<file path="config.mk">
export PLATFORM = sky130hd
export DESIGN_NAME = sliding_tile_manhattan_heuristic_core
export DESIGN_NICKNAME = d
export VERILOG_FILES = /design/src/design/stmh_pkg.sv /design/src/design/stmh_cfg_regs.sv /design/src/design/stmh_goal_lookup.sv /design/src/design/sliding_tile_manhattan_heuristic_core.sv
export SDC_FILE = /design/constraint.sdc
export NUM_CORES = 1
export LEC_CHECK = 0
export ABC_AREA = 0
export BUFFER_PORTS_ARGS = -buffer_cell sky130_fd_sc_hd__buf_4
export CELL_PAD_IN_SITES_DETAIL_PLACEMENT = 1
export CELL_PAD_IN_SITES_GLOBAL_PLACEMENT = 2
export CORE_MARGIN = 3
export CORE_UTILIZATION = 36
export DETAILED_ROUTE_END_ITERATION = 7
export GPL_ROUTABILITY_DRIVEN = 0
export PLACE_DENSITY_LB_ADDON = 0.1
export SETUP_SLACK_MARGIN = 0.3
export SLEW_MARGIN = 20
export SYNTH_ARGS = -nofsm -noshare
export SYNTH_HDL_FRONTEND = slang
export SYNTH_SLANG_ARGS = --single-unit
</file>
<file path="constraint.sdc">
create_clock -name clk -period 9.3 [get_ports clk]
set_input_delay 0.465 -clock clk [delete_from_list [all_inputs] [get_ports clk]]
set_output_delay 0.465 -clock clk [all_outputs]
set_load 0.005 [all_outputs]
</file>
<file path="src/design/stmh_pkg.sv">
// Shared types, constants and helper functions of the sliding-tile heuristic core.
// No dependencies; the other design files but the checker refer to it by scoped names.

package stmh_pkg;

    // Board and field sizes.
    localparam int MAX_TILES = 16;
    localparam int TILE_W    = 4;
    localparam int IDX_W     = 4;                      // nibble index into the goal word
    localparam int POS_W     = $clog2(MAX_TILES + 1);  // position counter, holds MAX_TILES
    localparam int COLS_W    = 3;
    localparam int COL_W     = 2;
    localparam int GROW_W    = 3;                      // goal row, at most 7
    localparam int ROW_W     = 4;                      // running row, may pass 7
    localparam int DIST_W    = 4;                      // one tile's distance, at most 11
    localparam int SUM_W     = 7;
    localparam logic [SUM_W-1:0] SUM_MAX = {SUM_W{1'b1}};

    // Configuration port.
    localparam int APB_AW = 5;
    localparam int APB_DW = 64;
    localparam int GOAL_W = 64;

    localparam logic [1:0] REG_COLUMNS        = 2'd0;
    localparam logic [1:0] REG_GOAL_ORDER     = 2'd1;
    localparam logic [1:0] REG_MANHATTAN_MODE = 2'd2;

    localparam logic [COLS_W-1:0] COLUMNS_RST = 3'd4;
    localparam logic [GOAL_W-1:0] GOAL_RST    = 64'hFEDC_BA98_7654_3210;
    localparam logic              MODE_RST    = 1'b1;

    typedef struct packed {
        logic [COLS_W-1:0] columns;
        logic [GOAL_W-1:0] goal_order;
        logic              manhattan_mode;
    } cfg_t;

    typedef struct packed {
        logic [COL_W-1:0]  col;
        logic [GROW_W-1:0] row;
    } coord_t;

    // Column count clamped to the supported range of two to four.
    function automatic logic [COLS_W-1:0] eff_columns(input logic [COLS_W-1:0] cols);
        logic [COLS_W-1:0] c;
        c = cols;
        if (c < 3'd2)
        begin
            c = 3'd2;
        end
        else if (c > 3'd4)
        begin
            c = 3'd4;
        end
        return c;
    endfunction

    // Row and column of a goal position for a clamped column count.
    // Division by three uses the reciprocal 11/32, exact for indexes below 16.
    function automatic coord_t goal_coord(input logic [IDX_W-1:0] idx,
                                          input logic [COLS_W-1:0] cols);
        coord_t     c;
        logic [7:0] prod;
        logic [3:0] rem;
        prod = 8'({4'b0, idx} * 8'd11);
        rem  = 4'd0;
        unique case (cols)
            3'd2:
            begin
                c.col = {1'b0, idx[0]};
                c.row = idx[3:1];
            end
            3'd3:
            begin
                c.row = prod[7:5];
                rem   = idx - {c.row, 1'b0} - {1'b0, c.row};
                c.col = rem[1:0];
            end
            default:
            begin
                c.col = idx[1:0];
                c.row = {1'b0, idx[3:2]};
            end
        endcase
        return c;
    endfunction

endpackage

</file>
<file path="src/design/stmh_cfg_regs.sv">
// Configuration register file of the sliding-tile heuristic core, APB-style slave.
// Depends on stmh_pkg for the register map, reset values and the cfg_t struct.

module stmh_cfg_regs
(
    input  logic                        clk,
    input  logic                        rst_n,
    input  logic                        psel,
    input  logic                        penable,
    input  logic                        pwrite,
    input  logic [stmh_pkg::APB_AW-1:0] paddr,
    input  logic [stmh_pkg::APB_DW-1:0] pwdata,
    output logic [stmh_pkg::APB_DW-1:0] prdata,
    output logic                        pready,
    output stmh_pkg::cfg_t              cfg
);

    logic [stmh_pkg::COLS_W-1:0] columns_reg;
    logic [stmh_pkg::GOAL_W-1:0] goal_reg;
    logic                        mode_reg;
    logic                        wr_en;
    logic [1:0]                  reg_idx;

    assign pready  = 1'b1;
    assign wr_en   = psel & penable & pwrite & pready;
    assign reg_idx = paddr[4:3];

    always_ff @(posedge clk or negedge rst_n)
    begin
        if (!rst_n)
        begin
            columns_reg <= stmh_pkg::COLUMNS_RST;
            goal_reg    <= stmh_pkg::GOAL_RST;
            mode_reg    <= stmh_pkg::MODE_RST;
        end
        else if (wr_en)
        begin
            unique case (reg_idx)
                stmh_pkg::REG_COLUMNS:        columns_reg <= pwdata[stmh_pkg::COLS_W-1:0];
                stmh_pkg::REG_GOAL_ORDER:     goal_reg    <= pwdata[stmh_pkg::GOAL_W-1:0];
                stmh_pkg::REG_MANHATTAN_MODE: mode_reg    <= pwdata[0];
                default:                      ;
            endcase
        end
    end

    always_comb
    begin
        unique case (reg_idx)
            stmh_pkg::REG_COLUMNS:
                prdata = {{(stmh_pkg::APB_DW-stmh_pkg::COLS_W){1'b0}}, columns_reg};
            stmh_pkg::REG_GOAL_ORDER:
                prdata = goal_reg;
            stmh_pkg::REG_MANHATTAN_MODE:
                prdata = {{(stmh_pkg::APB_DW-1){1'b0}}, mode_reg};
            default:
                prdata = '0;
        endcase
    end

    assign cfg.columns        = columns_reg;
    assign cfg.goal_order     = goal_reg;
    assign cfg.manhattan_mode = mode_reg;

endmodule

</file>
<file path="src/design/stmh_goal_lookup.sv">
// Goal lookup and single-tile Manhattan distance of the sliding-tile heuristic core.
// Depends on stmh_pkg for widths and the goal coordinate function.

module stmh_goal_lookup
(
    input  logic [stmh_pkg::TILE_W-1:0] tile,
    input  logic [stmh_pkg::GOAL_W-1:0] goal_order,
    input  logic [stmh_pkg::COLS_W-1:0] cols,
    input  logic [stmh_pkg::COL_W-1:0]  column_now,
    input  logic [stmh_pkg::ROW_W-1:0]  row_now,
    output logic [stmh_pkg::DIST_W-1:0] tile_dist
);

    logic                        found;
    logic [stmh_pkg::IDX_W-1:0]  sel;
    stmh_pkg::coord_t            gc;
    logic [stmh_pkg::COL_W-1:0]  dcol;
    logic [stmh_pkg::ROW_W-1:0]  grow;
    logic [stmh_pkg::ROW_W-1:0]  drow;

    // Lowest goal position holding the tile wins; scanning downward lets it overwrite.
    always_comb
    begin
        found = 1'b0;
        sel   = '0;
        for (int i = stmh_pkg::MAX_TILES - 1; i >= 0; i--)
        begin
            if (goal_order[i*stmh_pkg::TILE_W +: stmh_pkg::TILE_W] == tile)
            begin
                found = 1'b1;
                sel   = stmh_pkg::IDX_W'(i);
            end
        end
    end

    assign gc   = stmh_pkg::goal_coord(sel, cols);
    assign grow = {1'b0, gc.row};
    assign dcol = (gc.col > column_now) ? gc.col - column_now : column_now - gc.col;
    assign drow = (grow > row_now) ? grow - row_now : row_now - grow;

    // The blank and tiles missing from the goal contribute nothing.
    assign tile_dist = (found && (tile != '0)) ? ({2'b0, dcol} + drow) : '0;

endmodule

</file>
<file path="src/design/sliding_tile_manhattan_heuristic_core.sv">
// Top level of the sliding-tile Manhattan heuristic core.
// Depends on stmh_pkg, stmh_cfg_regs and stmh_goal_lookup.
//
// Usage: a board arrives on the s_axis request channel one tile per request,
// in position order (row by row, left to right), with s_axis_tlast set on the
// final position. For each non-blank tile the core finds the tile's position
// in the configured goal board and adds the row and column distance to a
// running sum. The request carrying tlast produces one result on m_axis: the
// saturated distance sum, or, with manhattan_mode at 0, 0 when the board
// matched the goal at every position and 1 otherwise.
// Registers: columns, goal_order and manhattan_mode sit on the APB-style port
// at byte addresses 0, 8 and 16; write them only between boards.
// Pipeline: a request is held in an input register, then the lookup and
// accumulate step writes the result register, from which the result is
// offered on m_axis. Throughput is one tile per cycle while no last tile
// waits on a result that is not yet taken.
// Stalls: while a result waits on m_axis the core keeps taking non-last tiles;
// only a second last tile is held in the input register, deasserting
// s_axis_tready, until the waiting result is taken.
// Reset clears all board state and loads the default goal 0..15 in order,
// four columns and Manhattan mode.

module sliding_tile_manhattan_heuristic_core
(
    input  logic                        clk,
    input  logic                        rst_n,
    // Configuration port.
    input  logic                        psel,
    input  logic                        penable,
    input  logic                        pwrite,
    input  logic [stmh_pkg::APB_AW-1:0] paddr,
    input  logic [stmh_pkg::APB_DW-1:0] pwdata,
    output logic [stmh_pkg::APB_DW-1:0] prdata,
    output logic                        pready,
    // Tile input.
    input  logic                        s_axis_tvalid,
    output logic                        s_axis_tready,
    input  logic [7:0]                  s_axis_tdata,   // [3:0] tile, [7:4] zero
    input  logic                        s_axis_tlast,   // final position of the board
    // Heuristic output.
    output logic                        m_axis_tvalid,
    input  logic                        m_axis_tready,
    output logic [7:0]                  m_axis_tdata    // [6:0] heuristic, [7] zero
);

    stmh_pkg::cfg_t cfg;

    stmh_cfg_regs u_cfg
    (
        .clk     (clk),
        .rst_n   (rst_n),
        .psel    (psel),
        .penable (penable),
        .pwrite  (pwrite),
        .paddr   (paddr),
        .pwdata  (pwdata),
        .prdata  (prdata),
        .pready  (pready),
        .cfg     (cfg)
    );

    // Input register.
    logic                        in_vld_reg;
    logic [stmh_pkg::TILE_W-1:0] in_tile_reg;
    logic                        in_last_reg;

    // Board state.
    logic [stmh_pkg::POS_W-1:0]  position_reg, position_next;
    logic [stmh_pkg::COL_W-1:0]  column_reg, column_next;
    logic [stmh_pkg::ROW_W-1:0]  row_reg, row_next;
    logic [stmh_pkg::SUM_W-1:0]  sum_reg, sum_next;
    logic                        match_reg, match_next;

    // Result register.
    logic                        out_vld_reg;
    logic [stmh_pkg::SUM_W-1:0]  out_heur_reg;

    logic                        advance;
    logic                        pos_live;
    logic [stmh_pkg::COLS_W-1:0] cols;
    logic [stmh_pkg::DIST_W-1:0] tile_dist;
    logic [stmh_pkg::SUM_W:0]    sum_wide;
    logic [stmh_pkg::SUM_W-1:0]  sum_upd;
    logic                        match_upd;
    logic [stmh_pkg::TILE_W-1:0] goal_here;
    logic [stmh_pkg::COLS_W-1:0] col_inc;
    logic [stmh_pkg::SUM_W-1:0]  heur;

    // A non-last tile never needs the result register; a last one needs it empty or being taken.
    assign advance       = in_vld_reg && (!in_last_reg || !out_vld_reg || m_axis_tready);
    assign s_axis_tready = !in_vld_reg || advance;

    always_ff @(posedge clk or negedge rst_n)
    begin
        if (!rst_n)
        begin
            in_vld_reg <= 1'b0;
        end
        else if (s_axis_tready)
        begin
            in_vld_reg <= s_axis_tvalid;
        end
    end

    always_ff @(posedge clk)
    begin
        if (s_axis_tready && s_axis_tvalid)
        begin
            in_tile_reg <= s_axis_tdata[stmh_pkg::TILE_W-1:0];
            in_last_reg <= s_axis_tlast;
        end
    end

    assign cols = stmh_pkg::eff_columns(cfg.columns);

    stmh_goal_lookup u_lookup
    (
        .tile       (in_tile_reg),
        .goal_order (cfg.goal_order),
        .cols       (cols),
        .column_now (column_reg),
        .row_now    (row_reg),
        .tile_dist  (tile_dist)
    );

    // Positions past the board size are ignored apart from the last mark.
    assign pos_live  = position_reg < stmh_pkg::POS_W'(stmh_pkg::MAX_TILES);
    assign goal_here = cfg.goal_order[position_reg[stmh_pkg::IDX_W-1:0]*stmh_pkg::TILE_W
                                      +: stmh_pkg::TILE_W];
    assign sum_wide  = {1'b0, sum_reg}
                     + {{(stmh_pkg::SUM_W+1-stmh_pkg::DIST_W){1'b0}}, tile_dist};
    assign sum_upd   = !pos_live ? sum_reg
                     : (sum_wide[stmh_pkg::SUM_W] ? stmh_pkg::SUM_MAX
                                                  : sum_wide[stmh_pkg::SUM_W-1:0]);
    assign match_upd = match_reg && (!pos_live || (in_tile_reg == goal_here));
    assign col_inc   = {1'b0, column_reg} + 3'd1;
    assign heur      = cfg.manhattan_mode ? sum_upd
                                          : {{(stmh_pkg::SUM_W-1){1'b0}}, !match_upd};

    always_comb
    begin
        position_next = position_reg;
        column_next   = column_reg;
        row_next      = row_reg;
        sum_next      = sum_reg;
        match_next    = match_reg;
        if (advance)
        begin
            if (in_last_reg)
            begin
                position_next = '0;
                column_next   = '0;
                row_next      = '0;
                sum_next      = '0;
                match_next    = 1'b1;
            end
            else
            begin
                sum_next   = sum_upd;
                match_next = match_upd;
                if (pos_live)
                begin
                    position_next = position_reg + 1'b1;
                    // The column counter wraps against the current column count.
                    if (col_inc >= cols)
                    begin
                        column_next = '0;
                        row_next    = row_reg + 1'b1;
                    end
                    else
                    begin
                        column_next = col_inc[stmh_pkg::COL_W-1:0];
                    end
                end
            end
        end
    end

    always_ff @(posedge clk or negedge rst_n)
    begin
        if (!rst_n)
        begin
            position_reg <= '0;
            column_reg   <= '0;
            row_reg      <= '0;
            sum_reg      <= '0;
            match_reg    <= 1'b1;
        end
        else
        begin
            position_reg <= position_next;
            column_reg   <= column_next;
            row_reg      <= row_next;
            sum_reg      <= sum_next;
            match_reg    <= match_next;
        end
    end

    // Result register: loaded by a last tile, emptied when the receiver takes it.
    always_ff @(posedge clk or negedge rst_n)
    begin
        if (!rst_n)
        begin
            out_vld_reg <= 1'b0;
        end
        else if (advance && in_last_reg)
        begin
            out_vld_reg <= 1'b1;
        end
        else if (m_axis_tready)
        begin
            out_vld_reg <= 1'b0;
        end
    end

    always_ff @(posedge clk)
    begin
        if (advance && in_last_reg)
        begin
            out_heur_reg <= heur;
        end
    end

    assign m_axis_tvalid = out_vld_reg;
    assign m_axis_tdata  = {1'b0, out_heur_reg};

endmodule

</file>
==> reports/qor.txt, run 1 <==
Worst path slowest cell: fa_2
Pwr Density: 301.0 mW/mm^2
I/O pin count: 160
Largest net degree at the start of global routing: 65
Antenna Nets Post-Route: 0
Max Freq: 118.3 MHz
TritonRoute pass-1 iters: 4
CTS tree: yes
Seq/Total Area, Yosys: 35.08%
Xor and xnor area share after synthesis: 10.06%
Worst Setup Start Kind: flip-flop
CTS Hold Bufs: 0
Max Clock Skew: 0.01349 ns
Max reg flops: 64
Syn nets: 811
Tcrit/Tclk final: 90.92%
RSZ-0062 raised after global routing: false
CTS Buf Count: 9
Initial DRC count: 181
DR DRC count: 0
Mux contribution to synthesized area: 18.32%
Port Buf Inserts: 150
Routed WL per cell: 19.75 um
Yosys reg bits: 101
Rel. slew slack: 27.32%
Antenna violations before repair: 0
Clk pin slew, worst setup/hold paths: 0.08 ns
Initial core utilization: 36.83%
First-pass GRT wire length: 35,520 um
Worst-path maximum fanout: 9
CP max stage delay: 0.45 ns
Synthesized cell area: 0.007501 mm^2
Root Driver: clkbuf_16
Status: finished, final reports clean
Final hold vios: 0
HP Class: in2async
H-tree depth: 3
Design Area, Final: 0.009398 mm^2
Total grt overflow: 0
CP Class: reg2reg
Placement Rows: 52
Placeable Area: 0.02036 mm^2
Placed insts: 1,084
Clk_lat worst skew: 0.37 ns
Max-slew violations: 0
Routed WL: 22,080 um
Compound-Gate Fraction of Synth Area: 8.207%
Maximum clock path buffer count: 2
Async S/R FF share, synth: 88.12%
Final core occ: 46.15%
Simple-gate share of the synthesized area: 17.00%
Library cells used by synthesis: 78
Tmin final: 8.456 ns
Fillers: 2,252
Antenna Cells: 0
Syn Inst Count: 690
HPWL after detailed placement: 16,780 um
Die Area: 0.02260 mm^2
Req. time, crit path: 9.52 ns
Worst path arrival time: 8.68 ns
Post-DP Area: 0.008848 mm^2
EDFF count, synth: 12
Total track usage: 20.16%
Least-Margin Pin Slew: 1.086 ns
Post-synthesis adder-cell area fraction: 6.505%
Hold slack final: 0.09921 ns
Non-filler instance count after layout: 1,118
Die height: 150.3 um
Nets: 964
Leak: 4.066 nW
Via density: 5.175
Crit. End Element: flip-flop
Clock sinks: 101
Final setup fails: 0
Worst vdd rail ir drop: 0.1232 mV
Layout area overhead: 25.29%
TNS Setup: 0 ns
Vias: 5,786
Largest family of logic cells by synthesized area: multiplexers
Syn_area_per_cell: 10.87 um^2
Layout cell share with drive strength beyond 1: 42.81%
Max-cap violation count: 0
Die X: 150.3 um
Most common flop cell mapped by yosys: dfrtp_1
Vias in the first global route: 6,274
Yosys warning total: 0
## layout make-up
class	instances	area (um^2)	area share, %
multi-input combinational	520	4613	49.09
sequential	101	2633	28.01
inverter	29	112.6	1.198
clock inverter	7	60.06	0.6391
clock buffer	9	225.2	2.396
tap	270	337.8	3.595
timing repair buffer	182	1416	15.07
## kinds of logic (layout without fill, tap and decap cells)
logic type / count (synthesis) / after routing
AND/OR/NAND/NOR: 208 / 208
AO/OA/AOI/OAI: 89 / 89
other: 2 / 2
multiplexers: 103 / 103
flip-flops: 101 / 101
buffers and inverters: 69 / 227
adder cells (fa/ha/maj): 36 / 36
XOR/XNOR: 82 / 82
## Yosys cell counts (all sizes together), types with 2 or more instances
cell type / n / area share (%)
inv: 28 / 1.4
and2: 71 / 5.9
o311ai: 3 / 0.35
a21o: 4 / 0.40
xnor2: 57 / 6.8
dfstp: 35 / 12
nor3: 5 / 0.33
o21ai: 15 / 1.0
nand3: 12 / 0.80
o21a: 2 / 0.20
clkbuf: 26 / 1.3
nor4: 7 / 1.6
dfrtp: 54 / 18
fa: 5 / 1.3
edfxtp: 12 / 4.8
a21boi: 2 / 0.20
a211oi: 8 / 1.1
mux2i: 12 / 1.6
or4: 2 / 0.27
mux4: 20 / 6.0
nand3b: 2 / 0.20
nor2b: 12 / 1.0
or3: 2 / 0.18
o22ai: 3 / 0.25
ha: 31 / 5.2
conb: 2 / 0.10
a22oi: 4 / 0.40
buf: 14 / 2.0
xor2: 24 / 3.0
a31oi: 3 / 0.25
nand2b: 5 / 0.42
mux2: 71 / 11
a211o: 2 / 0.23
nand4: 19 / 1.8
o211ai: 5 / 0.50
and4: 4 / 0.57
o31ai: 6 / 0.60
o211a: 2 / 0.27
nand2: 33 / 1.7
nor2: 27 / 1.4
and3: 2 / 0.18
a21oi: 22 / 1.5
## through the flow
stage / power, W / setup slack, ns
3_5_place_dp: 0.002393 / 0.2972
5_1_grt: 0.003105 / 0.3029
2_1_floorplan: 0.001933 / 1.005
3_3_place_gp: 0.002318 / 0.6030
4_1_cts: 0.002788 / 0.3326
6_report: 0.002829 / 0.8440
## final timing paths
check	startpoint	end	slack, ns	cells past startpoint
worst max-delay path	in_tile_reg[0]	sum_reg[1]	0.84	38
worst min-delay path	rst_n	sum_reg[3]	0.1	1
worst max register to register	in_tile_reg[0]	sum_reg[1]	0.84	38
worst min register to register	sum_reg[0]	sum_reg[0]	0.55	2
max in group asynchronous	rst_n	position_reg[1]	8.10	2
min in group clk	s_axis_tlast	in_last_reg	0.27	1
## what timing repair did
item	in CTS	in global routing
setup buffers	8	10
pin swaps	0	3
resized for setup	0	16
endpoints found under the setup margin	4	14
cloned	0	0
## power breakdown
part | total (W) | leakage [nW] | internal (W) | switching [W]
logic | 0.00173 | 2.76 | 0.000844 | 0.000881
registers | 0.000728 | 1.16 | 0.000587 | 0.000142
clock network | 0.000376 | 0.141 | 0.000186 | 0.000190
## worst max-delay path, delay by kind of cell, from the launching register on
family	cells	cell delay (ns)
mux	1	0.08
fa+ha+maj	7	2.23
simple gates	7	1.32
xor+xnor	3	0.64
compound gates	12	2.48
flops	1	0.42
buf+inv	8	1.13
## layout by cell type, fill, tap and decap left out, types with 22 or more instances in the layout
| cell type | netlist | layout |
|---|---|---|
| inv_1 | 28 | 28 |
| nand2_1 | 33 | 33 |
| xor2_1 | 22 | 22 |
| nor2_1 | 27 | 27 |
| buf_4 | 2 | 178 |
| dfstp_2 | 35 | 35 |
| xnor2_1 | 56 | 56 |
| mux2_2 | 70 | 70 |
| dfrtp_1 | 54 | 53 |
| and2_1 | 69 | 69 |
| ha_1 | 31 | 31 |
## routing by layer
layer	track usage (%)	wire [um]
met2	34.22	11140
met4	5.444	364
met1	26.54	9842
met3	3.522	739
met5	0	0
No activity file was read; power rests on OpenSTA's default activity.
==> run 2, diff against run 1 <==
--- a/config.mk
+++ b/config.mk
@@ -9,7 +9,6 @@
 export BUFFER_PORTS_ARGS = -buffer_cell sky130_fd_sc_hd__buf_4
 export CELL_PAD_IN_SITES_DETAIL_PLACEMENT = 1
 export CELL_PAD_IN_SITES_GLOBAL_PLACEMENT = 2
-export CORE_MARGIN = 3
 export CORE_UTILIZATION = 36
 export DETAILED_ROUTE_END_ITERATION = 7
 export GPL_ROUTABILITY_DRIVEN = 0
==> reports/qor.txt, run 2 (same netlist as run 1, synthesis figures left out) <==
Status: finished, final reports clean
Tcrit/Tclk final: 90.80%
Commonest non-fill, non-tap cell in the layout: buf_4
Largest net degree at the start of global routing: 65
H-tree depth: 3
CP Class: reg2reg
Total track usage: 21.01%
Worst path slowest cell: fa_1
Layout area overhead: 24.00%
Placed insts: 1,085
Worst vdd rail ir drop: 0.1473 mV
I/O pin count: 160
Via density: 5.233
Die height: 146.3 um
Initial core utilization: 36.95%
Antenna Nets Post-Route: 0
Antenna violations before repair: 0
Placeable Area: 0.02030 mm^2
Final core occ: 45.82%
Least-Margin Pin Slew: 0.8909 ns
CTS tree: yes
Most used cell, CP: ha_1
Die Area: 0.02142 mm^2
Worst Setup Start Kind: flip-flop
TritonRoute pass-1 iters: 4
Nets: 957
Antenna Cells: 0
First-pass GRT wire length: 35,180 um
CP bufs+invs: 6
CTS Buf Count: 9
HP Class: in2async
Maximum clock path buffer count: 2
Most frequent cells in the layout: buf_4, mux2_2, and2_1
RSZ-0062 raised after global routing: false
Clock sinks: 101
Req. time, crit path: 9.42 ns
Final setup fails: 0
Max-cap violation count: 0
Rel. slew slack: 40.61%
HPWL after detailed placement: 16,500 um
Placement Rows: 52
Routed WL: 21,690 um
Top delay family on crit path: adder cells
Root Driver: clkbuf_16
Max Freq: 118.4 MHz
CP max stage delay: 0.51 ns
Max-slew violations: 0
Vias in the first global route: 6,409
Worst-path maximum fanout: 10
Fillers: 2,255
Total grt overflow: 0
Layout cell share with drive strength beyond 1: 42.21%
Vias: 5,814
Port Buf Inserts: 150
TNS Setup: 0 ns
Die X: 146.3 um
Leak: 4.011 nW
Routed WL per cell: 19.52 um
FF-to-FF setup slack: 0.86 ns
Clk_lat worst skew: 0.36 ns
CTS Hold Bufs: 0
Worst path arrival time: 8.56 ns
Final hold vios: 0
Non-filler instance count after layout: 1,111
Pwr Density: 301.0 mW/mm^2
Clk pin slew, worst setup/hold paths: 0.08 ns
Max reg flops: 64
Initial DRC count: 136
Max Clock Skew: 0.01197 ns
Tmin final: 8.445 ns
DR DRC count: 0
Crit. End Element: flip-flop
-- run 2: cell count changes in the layout (fill, tap and decap cells not counted), sizes merged --
cell | before | now
clkinv | 5 | 1
clkinvlp | 1 | 4
clkbuf | 9 | 10
buf | 182 | 175
-- run 2: timing repair --
action                                  in CTS  in global routing
gates resized for setup                      0                  8
pin swaps                                    0                  3
setup buffers                                2                  8
endpoints found under the setup margin       1                 14
-- run 2: path summary, 6_finish.rpt --
kind / from / end / depth (start not counted)
setup / recovery: in_tile_reg[2] / out_heur_reg[3] / 38
hold / removal: rst_n / u_cfg.goal_reg[42] / 1
setup reg to reg: in_tile_reg[2] / out_heur_reg[3] / 38
hold reg to reg: sum_reg[0] / sum_reg[0] / 2
max in group asynchronous: rst_n / position_reg[1] / 2
min in group clk: s_axis_tdata[3] / in_tile_reg[3] / 1
-- run 2: layout make-up --
class | count | area [um^2] | area share (%)
well taps | 270 | 337.8 | 3.632
clock buffers | 10 | 229.0 | 2.462
flip-flops and latches | 101 | 2633 | 28.30
repair buffers | 175 | 1376 | 14.80
inverters | 29 | 112.6 | 1.211
multi-input cells | 520 | 4566 | 49.09
clock inverters | 6 | 47.55 | 0.5112
-- run 2: routing by layer --
metal / vias to the layer above / global-route usage (%) / wire length [um]
li1: 2733 / - / -
met1: 2929 / 26.51 / 9494
met2: 129 / 37.02 / 11100
met3: 23 / 3.313 / 758
met4: 0 / 5.781 / 338
met5: - / 0 / 0
-- run 2: through the flow --
stage / total power (W) / area (um^2) / hold WS [ns] / setup WS, ns
final: 0.002800 / 9301 / 0.07323 / 0.8554
after global routing: 0.003046 / 9301 / 0.09920 / 0.3204
after CTS: 0.002803 / 9160 / 0.08885 / 0.3298
after detailed placement: 0.002407 / 8856 / 0.4747 / 0.4027
after global placement: 0.002320 / 8836 / 0.4690 / 0.6096
after floorplan: 0.001933 / 7501 / 0.1694 / 1.005
-- run 2: power by group --
| part | switching (W) | internal [W] |
|---|---|---|
| Clock | 0.000187 | 0.000185 |
| Sequential | 0.000143 | 0.000587 |
| Combinational | 0.000871 | 0.000828 |
